### src/sv/fapt_pkg.sv
// Shared types and constants for the all-bases Fermat primality test unit.
// Used by the top level and by the modular multiplier; no dependencies.
package fapt_pkg;

   // Width of the candidate field on the request channel.
   localparam int CANDIDATE_WIDTH = 16;

   // Sequencer states of the test unit.
   typedef enum logic [2:0] {
      ST_IDLE,
      ST_GCD,
      ST_POW,
      ST_MUL_ACC,
      ST_MUL_SQ,
      ST_FINISH
   } fapt_state_type;

   // Control from the sequencer to the modular multiplier.
   typedef struct packed {
      logic start;
      logic use_acc;
   } fapt_mul_ctl_type;

   // Status from the modular multiplier back to the sequencer.
   typedef struct packed {
      logic busy;
      logic done;
   } fapt_mul_sts_type;

endpackage

### src/sv/fapt_modmul.sv
// Bit-serial modular multiplier: result = (a * b) mod m, one multiplier bit a cycle.
// Depends on fapt_pkg for the control and status structs.
module fapt_modmul #(
   parameter int NUMBER_WIDTH = 16
) (
   input  logic                          clock,
   input  logic                          reset,
   input  fapt_pkg::fapt_mul_ctl_type    mul_ctl,
   input  logic [NUMBER_WIDTH-1:0]       op_a,
   input  logic [NUMBER_WIDTH-1:0]       op_b,
   input  logic [NUMBER_WIDTH-1:0]       op_m,
   output fapt_pkg::fapt_mul_sts_type    mul_sts,
   output logic [NUMBER_WIDTH-1:0]       result
);
   import fapt_pkg::*;

   localparam int CW = $clog2(NUMBER_WIDTH);
   localparam int TW = NUMBER_WIDTH + 2;

   logic                    busy_ff, busy_in;
   logic                    done_ff, done_in;
   logic [CW-1:0]           count_ff, count_in;
   logic [NUMBER_WIDTH-1:0] a_ff, a_in;
   logic [NUMBER_WIDTH-1:0] b_ff, b_in;
   logic [NUMBER_WIDTH-1:0] m_ff, m_in;
   logic [NUMBER_WIDTH-1:0] acc_ff, acc_in;

   logic [TW-1:0]           sum;
   logic [NUMBER_WIDTH-1:0] sub_one;
   logic [NUMBER_WIDTH-1:0] sub_two;
   logic [TW-1:0]           m_one;
   logic [TW-1:0]           m_two;

   // One step: double the accumulator, add a when the top bit of b is set,
   // then reduce the sum (below three times m) by m or by twice m.
   always_comb begin
      m_one   = {2'b00, m_ff};
      m_two   = {1'b0, m_ff, 1'b0};
      sum     = {1'b0, acc_ff, 1'b0} + (b_ff[NUMBER_WIDTH-1] ? {2'b00, a_ff} : '0);
      sub_one = NUMBER_WIDTH'(sum - m_one);
      sub_two = NUMBER_WIDTH'(sum - m_two);
   end

   // Next values of the multiplier registers. The multiplicand is op_a when
   // use_acc is set and op_b otherwise, so op_b alone gives a squaring.
   always_comb begin
      busy_in  = busy_ff;
      done_in  = 1'b0;
      count_in = count_ff;
      a_in     = a_ff;
      b_in     = b_ff;
      m_in     = m_ff;
      acc_in   = acc_ff;
      if (mul_ctl.start) begin
         busy_in  = 1'b1;
         count_in = CW'(NUMBER_WIDTH - 1);
         a_in     = mul_ctl.use_acc ? op_a : op_b;
         b_in     = op_b;
         m_in     = op_m;
         acc_in   = '0;
      end else if (busy_ff) begin
         if (sum >= m_two) begin
            acc_in = sub_two;
         end else if (sum >= m_one) begin
            acc_in = sub_one;
         end else begin
            acc_in = sum[NUMBER_WIDTH-1:0];
         end
         b_in = {b_ff[NUMBER_WIDTH-2:0], 1'b0};
         if (count_ff == '0) begin
            busy_in = 1'b0;
            done_in = 1'b1;
         end else begin
            count_in = count_ff - CW'(1);
         end
      end
   end

   // Control registers take reset; operands do not.
   always_ff @(posedge clock) begin
      if (reset) begin
         busy_ff <= 1'b0;
         done_ff <= 1'b0;
      end else begin
         busy_ff <= busy_in;
         done_ff <= done_in;
      end
      count_ff <= count_in;
      a_ff     <= a_in;
      b_ff     <= b_in;
      m_ff     <= m_in;
      acc_ff   <= acc_in;
   end

   assign mul_sts.busy = busy_ff;
   assign mul_sts.done = done_ff;
   assign result       = acc_ff;

endmodule

### src/sv/fermat_all_bases_primality_test_unit.sv
// Top level of the all-bases Fermat primality test unit.
// Depends on fapt_pkg and on fapt_modmul, the shared modular multiplier.
//
// Tests one unsigned candidate n at a time and answers whether it is prime by
// trying every base b from 2 to n-1: each base must have gcd(b, n) = 1 and
// b^(n-1) mod n = 1, and the first base that fails ends the test with not
// prime. Zero and one give not prime, two gives prime. The candidate is cut or
// zero-extended to NUMBER_WIDTH bits. The request side stalls from acceptance
// until the answer has moved into the response register, so one item is in
// work at a time; the next item may be taken while an answer waits. An item
// with n below 3 goes straight to the finish state; otherwise, per base tried,
// a subtractive gcd runs and then the modular power takes, for each bit of n-1,
// a sequencer step and one squaring plus one multiply when the bit is set, on
// the single bit-serial multiplier.
module fermat_all_bases_primality_test_unit #(
   parameter int NUMBER_WIDTH = 16
) (
   input  logic                                 clock,
   input  logic                                 reset,
   input  logic                                 req_valid,
   output logic                                 req_stall,
   input  logic [fapt_pkg::CANDIDATE_WIDTH-1:0] req_candidate,
   output logic                                 rsp_valid,
   input  logic                                 rsp_stall,
   output logic                                 rsp_is_prime
);
   import fapt_pkg::*;

   localparam int NW = NUMBER_WIDTH;

   fapt_state_type state_ff, state_in;

   logic [NW-1:0] n_ff, n_in;
   logic [NW-1:0] base_ff, base_in;
   logic [NW-1:0] left_ff, left_in;
   logic [NW-1:0] right_ff, right_in;
   logic [NW-1:0] acc_ff, acc_in;
   logic [NW-1:0] sq_ff, sq_in;
   logic [NW-1:0] exp_ff, exp_in;
   logic          prime_ff, prime_in;
   logic          rsp_valid_ff, rsp_valid_in;
   logic          rsp_is_prime_ff, rsp_is_prime_in;

   logic [NW-1:0]                 cand_mask;
   logic [NW:0]                   gcd_diff;
   logic                          gcd_borrow;
   logic [NW-1:0]                 base_next;
   logic                          accept;
   logic                          load_rsp;
   fapt_mul_ctl_type              mul_ctl;
   fapt_mul_sts_type              mul_sts;
   logic [NW-1:0]                 mul_result;

   // Candidate reduced to the working width.
   assign cand_mask = NW'(req_candidate);

   // Shared subtractor of the gcd, and the following base.
   assign gcd_diff   = {1'b0, left_ff} - {1'b0, right_ff};
   assign gcd_borrow = gcd_diff[NW];
   assign base_next  = base_ff + NW'(1);

   assign accept = req_valid && !req_stall;

   // Next state of the sequencer.
   always_comb begin
      state_in = state_ff;
      case (state_ff)
         ST_IDLE: begin
            if (accept) begin
               state_in = (cand_mask < NW'(3)) ? ST_FINISH : ST_GCD;
            end
         end
         ST_GCD: begin
            if (right_ff == '0) begin
               state_in = (left_ff == NW'(1)) ? ST_POW : ST_FINISH;
            end
         end
         ST_POW: begin
            if (exp_ff == '0) begin
               if (acc_ff != NW'(1) || base_next == n_ff) begin
                  state_in = ST_FINISH;
               end else begin
                  state_in = ST_GCD;
               end
            end else if (exp_ff[0]) begin
               state_in = ST_MUL_ACC;
            end else begin
               state_in = ST_MUL_SQ;
            end
         end
         ST_MUL_ACC: begin
            if (mul_sts.done) begin
               state_in = ST_MUL_SQ;
            end
         end
         ST_MUL_SQ: begin
            if (mul_sts.done) begin
               state_in = ST_POW;
            end
         end
         ST_FINISH: begin
            if (!(rsp_valid_ff && rsp_stall)) begin
               state_in = ST_IDLE;
            end
         end
         default: begin
            state_in = ST_IDLE;
         end
      endcase
   end

   // Sequencer outputs: handshake and multiplier control.
   always_comb begin
      req_stall       = 1'b1;
      load_rsp        = 1'b0;
      mul_ctl.start   = 1'b0;
      mul_ctl.use_acc = 1'b0;
      case (state_ff)
         ST_IDLE: begin
            req_stall = 1'b0;
         end
         ST_POW: begin
            if (exp_ff != '0) begin
               mul_ctl.start   = 1'b1;
               mul_ctl.use_acc = exp_ff[0];
            end
         end
         ST_MUL_ACC: begin
            mul_ctl.start = mul_sts.done;
         end
         ST_FINISH: begin
            load_rsp = !(rsp_valid_ff && rsp_stall);
         end
         default: begin
            req_stall = 1'b1;
         end
      endcase
   end

   // Datapath next values.
   always_comb begin
      n_in     = n_ff;
      base_in  = base_ff;
      left_in  = left_ff;
      right_in = right_ff;
      acc_in   = acc_ff;
      sq_in    = sq_ff;
      exp_in   = exp_ff;
      prime_in = prime_ff;
      case (state_ff)
         ST_IDLE: begin
            if (accept) begin
               n_in     = cand_mask;
               base_in  = NW'(2);
               left_in  = NW'(2);
               right_in = cand_mask;
               prime_in = (cand_mask == NW'(2));
            end
         end
         ST_GCD: begin
            if (right_ff == '0) begin
               if (left_ff == NW'(1)) begin
                  acc_in = NW'(1);
                  sq_in  = base_ff;
                  exp_in = n_ff - NW'(1);
               end else begin
                  prime_in = 1'b0;
               end
            end else if (!gcd_borrow) begin
               left_in = gcd_diff[NW-1:0];
            end else begin
               left_in  = right_ff;
               right_in = left_ff;
            end
         end
         ST_POW: begin
            if (exp_ff == '0) begin
               if (acc_ff == NW'(1)) begin
                  base_in  = base_next;
                  left_in  = base_next;
                  right_in = n_ff;
                  prime_in = (base_next == n_ff);
               end else begin
                  prime_in = 1'b0;
               end
            end
         end
         ST_MUL_ACC: begin
            if (mul_sts.done) begin
               acc_in = mul_result;
            end
         end
         ST_MUL_SQ: begin
            if (mul_sts.done) begin
               sq_in  = mul_result;
               exp_in = {1'b0, exp_ff[NW-1:1]};
            end
         end
         default: begin
            n_in = n_ff;
         end
      endcase
   end

   // Response register: holds an answer until the receiver takes it.
   always_comb begin
      rsp_valid_in    = rsp_valid_ff;
      rsp_is_prime_in = rsp_is_prime_ff;
      if (load_rsp) begin
         rsp_valid_in    = 1'b1;
         rsp_is_prime_in = prime_ff;
      end else if (!rsp_stall) begin
         rsp_valid_in = 1'b0;
      end
   end

   // Registers: control state takes reset, payload does not.
   always_ff @(posedge clock) begin
      if (reset) begin
         state_ff     <= ST_IDLE;
         rsp_valid_ff <= 1'b0;
      end else begin
         state_ff     <= state_in;
         rsp_valid_ff <= rsp_valid_in;
      end
      n_ff            <= n_in;
      base_ff         <= base_in;
      left_ff         <= left_in;
      right_ff        <= right_in;
      acc_ff          <= acc_in;
      sq_ff           <= sq_in;
      exp_ff          <= exp_in;
      prime_ff        <= prime_in;
      rsp_is_prime_ff <= rsp_is_prime_in;
   end

   // Shared modular multiplier for both the multiply and the squaring.
   fapt_modmul #(
      .NUMBER_WIDTH(NUMBER_WIDTH)
   ) u_modmul (
      .clock   (clock),
      .reset   (reset),
      .mul_ctl (mul_ctl),
      .op_a    (acc_ff),
      .op_b    (sq_ff),
      .op_m    (n_ff),
      .mul_sts (mul_sts),
      .result  (mul_result)
   );

   assign rsp_valid    = rsp_valid_ff;
   assign rsp_is_prime = rsp_is_prime_ff;

`ifndef ASSERT_OFF
   // The multiplier only finishes while the sequencer waits for it.
   a_done_when_waiting: assert property (@(posedge clock) disable iff (reset)
      mul_sts.done |-> (state_ff == ST_MUL_ACC || state_ff == ST_MUL_SQ))
      else $error("multiplier finished outside a wait state");

   // A started multiply never overlaps one that is still running.
   a_no_overlap: assert property (@(posedge clock) disable iff (reset)
      mul_ctl.start |-> !mul_sts.busy)
      else $error("multiply started while the multiplier is busy");

   // The base under test stays between two and n-1.
   a_base_range: assert property (@(posedge clock) disable iff (reset)
      (state_ff == ST_GCD) |-> (base_ff >= NW'(2) && base_ff < n_ff))
      else $error("base out of range during gcd");

   // Power operands stay reduced modulo n.
   a_pow_reduced: assert property (@(posedge clock) disable iff (reset)
      (state_ff == ST_POW) |-> (acc_ff < n_ff && sq_ff < n_ff))
      else $error("power operands not reduced");

   // A prime answer never comes from a candidate below two.
   a_prime_sane: assert property (@(posedge clock) disable iff (reset)
      (load_rsp && prime_ff) |=> (rsp_valid && rsp_is_prime && n_ff >= NW'(2)))
      else $error("prime reported for a candidate below two");
`endif

endmodule
### config.mk
export PLATFORM = sky130hd
export DESIGN_NAME = fermat_all_bases_primality_test_unit
export DESIGN_NICKNAME = d
export VERILOG_FILES = /design/src/sv/fapt_pkg.sv /design/src/sv/fapt_modmul.sv /design/src/sv/fermat_all_bases_primality_test_unit.sv
export SDC_FILE = /design/constraint.sdc
export NUM_CORES = 1
export LEC_CHECK = 0
export BUFFER_PORTS_ARGS = -buffer_cell sky130_fd_sc_hd__buf_2
export CAP_MARGIN = 25
export CORE_ASPECT_RATIO = 1.25
export CORE_MARGIN = 8
export CORE_UTILIZATION = 58
export CTS_CLUSTER_SIZE = 14
export DETAILED_ROUTE_END_ITERATION = 16
export PLACE_DENSITY = 0.75
export RECOVER_POWER = 50
export SETUP_SLACK_MARGIN = 0.2
export SLEW_MARGIN = 10
export SYNTH_ARGS = -nofsm -noshare
export SYNTH_HDL_FRONTEND = slang
export SYNTH_SLANG_ARGS = --single-unit
### constraint.sdc
create_clock -name clock -period 4 [get_ports clock]
set_input_delay 0.6 -clock clock [delete_from_list [all_inputs] [get_ports clock]]
set_output_delay 0.6 -clock clock [all_outputs]
set_load 0.1 [all_outputs]
==> key figures, run 1 <==
Global routing
  – GR Util met3: 3.89%
  – First-pass GRT wire length: 51600 um
  – Gr ovfl total: 0
  – Met1 Usage GRT: 29.4%
  – Vias in the first global route: 9787
  – Total GRT Usage: 27.3%
  – Largest net degree at the start of global routing: 35
  – Routing usage on met2: 48.2%
  – Initial antenna violation count: 0
  – Busiest grt layer: met2

Clock tree
  – CTS buffer count: 17
  – Root Driver: clkbuf_16
  – Clock buffer depth: 2
  – Insertion delay to the later sink of the worst-skew pair: 0.44 ns
  – Clock Pin Slew Worst Setup and Hold Paths: 0.07 ns
  – TritonCTS clock tree: done
  – CTS HTree Levels: 4
  – Sink Count: 188

Yosys
  – Register bit total from synthesis: 188
  – Syn Nets: 1217
  – Mapped Area: 0.0115 mm2
  – Yosys cell types: 63
  – Sequential fraction of the synthesis area: 46.7%
  – Ys flop type: edfxtp_1
  – Number of synthesized flops with an enable pin: 162
  – Synthesized area per cell: 10.2 um2
  – Synth Instances: 1127
  – Synth Warn #: 0
  – Async S/R FF share, synth: 0%

Cells and area
  – Finished Layout Cells: 1556
  – Share of layout cells above drive strength 1: 23.2%
  – Final instance area: 0.0139 mm2
  – Area Growth Syn to Fin: 20.7%
  – Fin nets: 1368
  – Filler Cells Inserted: 1400
  – Ant diodes: 0
  – Core Util, Final: 71.5%

Die
  – Die footprint: 0.0247 mm2
  – Core area: 0.0195 mm2
  – I/O pin total: 23
  – Placement Rows: 57
  – Chip Height: 174 um
  – Initial Util: 59.3%
  – Die width: 142 um

Power and ir drop
  – Maximum vdd drop: 0.000792 V
  – LEAKAGE: 5.34 nW
  – P per Cell Area: 888 mW/mm2

Placement
  – GPL Wtd Cong: 0.985
  – IO buf count: 22
  – Dpl cell area: 0.0130 mm2
  – Detailed Place HPWL: 25100 um
  – Placed Instances: 1512

Setup path
  – Startpoint types: flip-flop
  – Largest fanout on the critical path: 7
  – CP Capture Type: flip-flop
  – Critical Path Slowest Stage Cell: or4_4
  – Required time worst endpoint: 4.36 ns
  – Worst path top cell family by delay: simple AND/OR/NAND/NOR gates
  – CP peak stage delay: 0.51 ns
  – Buffers & Inverters on Critical Path: 2
  – Worst r2r src: u_modmul.b_ff[15]
  – Crit path DAT: 4.75 ns
  – CP startpoint: u_modmul.b_ff[15]
  – CP Class: reg2reg
  – Worst-path cell chain: buf_6 > and2_1 > ha_2 > or4_4 > o21a_1 > o41ai_2 > buf_4 > o21bai_2 > a21oi_2 > xnor2_2 > ha_1 > and3_1 > o31ai_2 > a31oi_1 > a41o_1 > nor4b_4 > nand2b_1 > mux2_4 > a21oi_1

Route
  – Routed WL per cell: 21.6 um
  – DRT antenna net count: 0
  – Detailed-router iteration count before antenna repair: 5
  – Post-route DRC: 0
  – 1st-iter DRT viols: 912
  – Via count: 9640
  – Vias per cell: 6.20
  – Drt total wl: 33500 um

STA
  – Slew @ Worst Pin: 1.32 ns
  – Fin worst setup slack: -0.391 ns
  – Max-slew headroom: 11.8%
  – Final hold viol count: 0
  – Tmin final: 4.39 ns
  – Setup violations, final: 16
  – Final period utilization: 110%
  – Max Fclk: 0.228 GHz
  – Layout Skew: 0.0172 ns
  – RSZ-0062 raised after global routing: true
  – Final Max Slew Viols: 0

Worst hold path
  – Hold path startpoint: req_candidate[15]
  – Hold WC Path Type: in2reg

Outcome
  – Failing checks: negative setup slack
  – Status: finished, violations left

Flow run
  – Max cap viols: 0
[layout make-up]
type / instances / area, um2 / area share (%)
Clock inverter: 15 / 171 / 1.23
Sequential cell: 188 / 5390 / 38.7
Inverter: 58 / 218 / 1.56
Clock buffer: 17 / 425 / 3.05
Tap cell: 265 / 332 / 2.38
Timing Repair Buffer: 169 / 1190 / 8.58
Multi-Input combinational cell: 844 / 6200 / 44.5
[metal layers]
layer	vias to the layer above	wire, um	share of wire (%)
met5	-	0	0
li1	4480	-	-
met2	408	17100	51
met4	0	2270	6.8
met3	125	1830	5.5
met1	4627	12400	37
[placed cells by master (no fill, tap or decap), types with 8 or more instances in the layout]
master / count
a21o_1: 10
a21oi_1: 74
a21oi_2: 16
a22oi_1: 15
a31oi_1: 11
and2_0: 12
and2_1: 22
and3_1: 9
buf_4: 133
clkbuf_1: 26
clkbuf_16: 17
dfxtp_1: 25
edfxtp_1: 162
ha_1: 55
ha_4: 9
inv_1: 57
mux2_2: 45
nand2_1: 88
nand2b_1: 9
nand3_1: 26
nand4_1: 15
nor2_1: 91
nor2b_1: 12
nor3_1: 22
nor4_1: 21
o211ai_1: 8
o21a_1: 12
o21ai_0: 46
o221ai_2: 12
o22ai_1: 13
xnor2_1: 39
xor2_1: 43
[per-stage QoR]
stage	hold WS, ns	setup TNS [ns]	setup WS (ns)	power (mW)
floorplan	0.400	-1.66	-0.220	7.56
global placement	0.462	-4.92	-0.353	9.91
detailed placement	0.469	-6.92	-0.489	10.1
CTS	0.358	-3.98	-0.277	12.1
global route	0.402	-8.38	-0.580	13.1
finish	0.411	-5.55	-0.391	12.4
[kinds of logic after synthesis]
logic type                 Yosys count  share of synthesized area [%]
AOI/OAI and AO/OA                  264                           14.5
xor gates and xnor gates            87                           6.60
DFF                                188                           46.7
muxes                               54                           5.22
buffers and inverters               96                           3.20
and+or+nand+nor                    368                           15.9
adders and majority gates           70                           7.85
[worst reg2reg max path, delay by kind of cell (launching register included)]
family	cells	cell delay, ns
buffers and inverters	2	0.34
and+or+nand+nor	5	1.42
AOI/OAI and AO/OA	8	1.12
muxes	1	0.31
xor gates and xnor gates	1	0.16
adders and majority gates	2	0.48
DFF	1	0.50
[power by group]
group / switching (mW) / internal, mW / total, mW / leakage [nW]
Sequential: 0.541 / 2.76 / 3.30 / 1.70
Combinational: 3.99 / 3.35 / 7.34 / 3.35
Clock: 0.831 / 0.897 / 1.73 / 0.291
Total: 5.36 / 7.01 / 12.4 / 5.34
[Yosys cell counts, drive strengths merged (4+ instances only)]
master / number / share of area, %
a211o: 4 / 0.30
a211oi: 5 / 0.33
a21o: 10 / 0.65
a21oi: 90 / 3.9
a22oi: 15 / 0.98
a31oi: 11 / 0.60
and2: 37 / 2.0
and3: 9 / 0.49
and4: 4 / 0.30
buf: 4 / 0.21
clkbuf: 34 / 1.1
dfxtp: 26 / 4.5
edfxtp: 162 / 42
fa: 4 / 0.69
ha: 66 / 7.2
inv: 58 / 1.9
mux2: 49 / 4.8
mux2i: 5 / 0.43
nand2: 90 / 2.9
nand2b: 10 / 0.54
nand3: 26 / 1.2
nand3b: 5 / 0.33
nand4: 15 / 0.81
nor2: 94 / 3.1
nor2b: 13 / 0.70
nor3: 24 / 1.0
nor4: 22 / 1.2
nor4b: 4 / 0.43
o211ai: 8 / 0.52
o21a: 12 / 0.78
o21ai: 49 / 2.1
o21bai: 6 / 0.39
o221ai: 15 / 1.1
o22ai: 13 / 0.70
o31a: 5 / 0.38
o31ai: 6 / 0.43
or2: 4 / 0.22
or3: 6 / 0.33
xnor2: 44 / 3.3
xor2: 43 / 3.3
[timing repair]
action / 4_1_cts / 5_1_grt
cloned: 2 / 0
resized for setup: 30 / 24
buffers inserted: 7 / 2
pin swaps: 18 / 27
hold buffers: 0 / 0
endpoints found under the setup margin: 16 / 16
[worst paths after layout]
kind / slack (ns) / cells past startpoint / endpoint
worst max-delay path: -0.39 / 19 / u_modmul.result[0]
worst min-delay path: 0.41 / 1 / n_ff[15]
worst max register to register: -0.39 / 19 / u_modmul.result[0]
worst min register to register: 0.49 / 0 / rsp_is_prime
Power figures use the tool's default switching activity.
==> run 2: changes to the inputs <==
--- a/config.mk
+++ b/config.mk
@@ -5,6 +5,7 @@
 export SDC_FILE = /design/constraint.sdc
 export NUM_CORES = 1
 export LEC_CHECK = 0
+export ABC_AREA = 1
 export BUFFER_PORTS_ARGS = -buffer_cell sky130_fd_sc_hd__buf_2
 export CAP_MARGIN = 25
 export CORE_ASPECT_RATIO = 1.25
==> key figures, run 2 <==
Cells and area
  – Finished Layout Cells: 1857
  – Most common cell after layout, fill and taps aside: nand2_1
  – Fin nets: 1655
  – Core Util, Final: 65.6%
  – Share of layout cells above drive strength 1: 13.7%
  – Area Growth Syn to Fin: 11.8%
  – Seq. cell area: 0.00539 mm2
  – Commonest cells after routing, fill and taps aside: 365 x nand2_1, 178 x inv_1, 162 x edfxtp_1
  – Multi-input logic area: 0.00652 mm2
  – Filler Cells Inserted: 1819
  – Ant diodes: 0

Placement
  – Placed Instances: 1813
  – IO buf count: 22
  – Detailed Place HPWL: 28100 um
  – GPL Wtd Cong: 0.995

Yosys
  – Sequential fraction of the synthesis area: 43.0%
  – Number of synthesized flops with an enable pin: 162
  – Async S/R FF share, synth: 0%
  – Mapped Area: 0.0125 mm2
  – Post-synth top cells: 374 x nand2_1, 179 x inv_1, 162 x edfxtp_1
  – Yosys cell types: 60
  – Yosys top cell area share: 38.9%
  – Synthesized area per cell: 8.23 um2
  – Area leader, netlist: edfxtp_1
  – Register bit total from synthesis: 188
  – Ys flop type: edfxtp_1
  – Synth Warn #: 0
  – Syn Nets: 1610
  – Count leader, synth: nand2_1
  – Synth Instances: 1520
  – Synth top area cells: edfxtp_1 39%, nand2_1 11%, ha_1 6.6%

Route
  – Routed WL per cell: 19.8 um
  – 1st-iter DRT viols: 1101
  – Vias per cell: 5.93
  – Post-route DRC: 0
  – DRT antenna net count: 0
  – Drt total wl: 36700 um
  – Detailed-router iteration count before antenna repair: 6
  – Via count: 11000

Setup path
  – Largest fanout on the critical path: 49
  – Worst r2r dst: u_modmul.b_ff[8]
  – Worst r2r src: exp_ff[0]
  – CP Capture Type: flip-flop
  – Reg-to-reg slack, setup: 0.30 ns
  – FF-to-FF path depth: 9
  – Startpoint types: flip-flop
  – Crit path DAT: 3.89 ns
  – CP startpoint: exp_ff[0]
  – Required time worst endpoint: 4.19 ns
  – CP Class: reg2reg

STA
  – Setup TNS: 0 ns
  – Final hold viol count: 0
  – Layout Skew: 0.0167 ns
  – Max Fclk: 0.270 GHz
  – Slew @ Worst Pin: 1.29 ns
  – Setup violations, final: 0
  – Max-slew headroom: 13.3%
  – Tmin final: 3.70 ns
  – RSZ-0062 raised after global routing: true
  – Final period utilization: 92.5%
  – Final Max Slew Viols: 0

Clock tree
  – Clock buffer depth: 2
  – CTS buffer count: 17
  – CTS HTree Levels: 4
  – Root Driver: clkbuf_16
  – Sink Count: 188
  – Hold Buf Count CTS: 0
  – TritonCTS clock tree: done
  – Insertion delay to the later sink of the worst-skew pair: 0.45 ns
  – Clock Pin Slew Worst Setup and Hold Paths: 0.08 ns

Power and ir drop
  – P per Cell Area: 933 mW/mm2
  – Logic pwr share: 59.7%
  – Sw power: 6.51 mW
  – Maximum vdd drop: 0.000634 V
  – Switch share: 49.9%
  – Pint: 6.55 mW
  – Sequential share of power: 26.9%
  – Clk network pwr share: 13.5%
  – Power Total: 13.1 mW
  – LEAKAGE: 6.02 nW

Outcome
  – Status: complete, no violations

Die
  – Chip Height: 180 um
  – Die footprint: 0.0266 mm2
  – Placement Rows: 60
  – I/O pin total: 23
  – Die width: 147 um
  – Initial Util: 58.7%
  – Core area: 0.0213 mm2

Worst hold path
  – Hold WC Path Type: in2reg
  – Worst Hold Path Cells: 2
  – Hold endpoint: state_ff[0]
  – Hold path startpoint: reset

Global routing
  – Gr ovfl total: 0
  – Initial antenna violation count: 0
  – Largest net degree at the start of global routing: 50
  – Total GRT Usage: 27.3%
  – Vias in the first global route: 10900
  – First-pass GRT wire length: 56700 um

Flow run
  – Max cap viols: 0
[run 2: cell types whose count changed in the layout (fill, tap and decap cells not counted), sizes merged, moves of 32 or more]
cell	change
and2	-36
xnor2	-32
o21ai	+62
nand2	+295
mux2	-34
buf	-105
nand3	+64
inv	+127
nor2	+54
[run 2: what timing repair did]
action	4_1_cts	5_1_grt
pin swaps	1	28
resized for setup	8	83
gates cloned	0	1
buffers inserted	2	9
endpoints found under the setup margin	16	16
[run 2: how the worst max path moves through the flow]
| stage | cells after the start | end | slack [ns] |
|---|---|---|---|
| 3_5_place_dp | 22 | u_modmul.result[5] | 0.13 |
| 4_1_cts | 22 | u_modmul.result[15] | 0.22 |
| 3_3_place_gp | 23 | u_modmul.result[6] | 0.18 |
| 2_1_floorplan | 7 | exp_ff[0] | 0.21 |
| 6_report | 9 | u_modmul.b_ff[8] | 0.30 |
| 5_1_grt | 9 | u_modmul.b_ff[9] | 0.13 |
[run 2: cell type report]
type	instances	area share [%]
repair buffers	62	2.94
clock buffers	17	3.04
flip-flops and latches	188	38.5
clock inverters	15	1.31
inverters	189	5.12
multi-input cells	1107	46.6
well taps	279	2.49
[run 2: power by group through the flow]
stage               clock network [mW]  logic, mW  registers [mW]
finish                            1.76       7.80            3.51
global route                      1.83       8.56            3.55
CTS                               1.75       7.17            3.47
detailed placement                   0       7.07            3.51
global placement                     0       6.99            3.49
floorplan                            0       5.28            3.25
[run 2: cell families (layout without fill, tap and decap cells)]
group,count (synthesis),in the layout,synth area share [%]
AO/OA/AOI/OAI,287,287,13.7
XOR/XNOR,52,52,3.64
AND/OR/NAND/NOR,683,683,23.8
multiplexers,15,15,1.35
adder cells (fa/ha/maj),70,70,7.24
buffers and inverters,225,283,7.22
flip-flops,188,188,43.0
[run 2: metal layers]
layer | global-route usage (%) | wire [um] | vias to the layer above
met5 | 0 | 0 | -
met4 | 19.2 | 2820 | 0
met3 | 3.94 | 2060 | 161
met2 | 47.8 | 18300 | 492
met1 | 29.7 | 13600 | 5125
li1 | - | - | 5236
[run 2: worst max-delay path, stage by stage, from the launching register on]
cell and delay, ns:
edfxtp_1 0.53, nor2_1 0.15, nand2_1 0.06, nor4_1 1.07
nor2_1 0.19, a21oi_1 0.50, buf_4 0.29, inv_2 0.37
nand2_1 0.18, nand2_1 0.07
[run 2: metrics by stage]
step	setup WS, ns	hold slack (ns)	area [um2]
2_1_floorplan	0.211	0.400	12500
3_3_place_gp	0.184	0.412	13000
3_5_place_dp	0.128	0.426	13000
4_1_cts	0.223	0.367	13700
5_1_grt	0.135	0.398	14000
6_report	0.300	0.381	14000
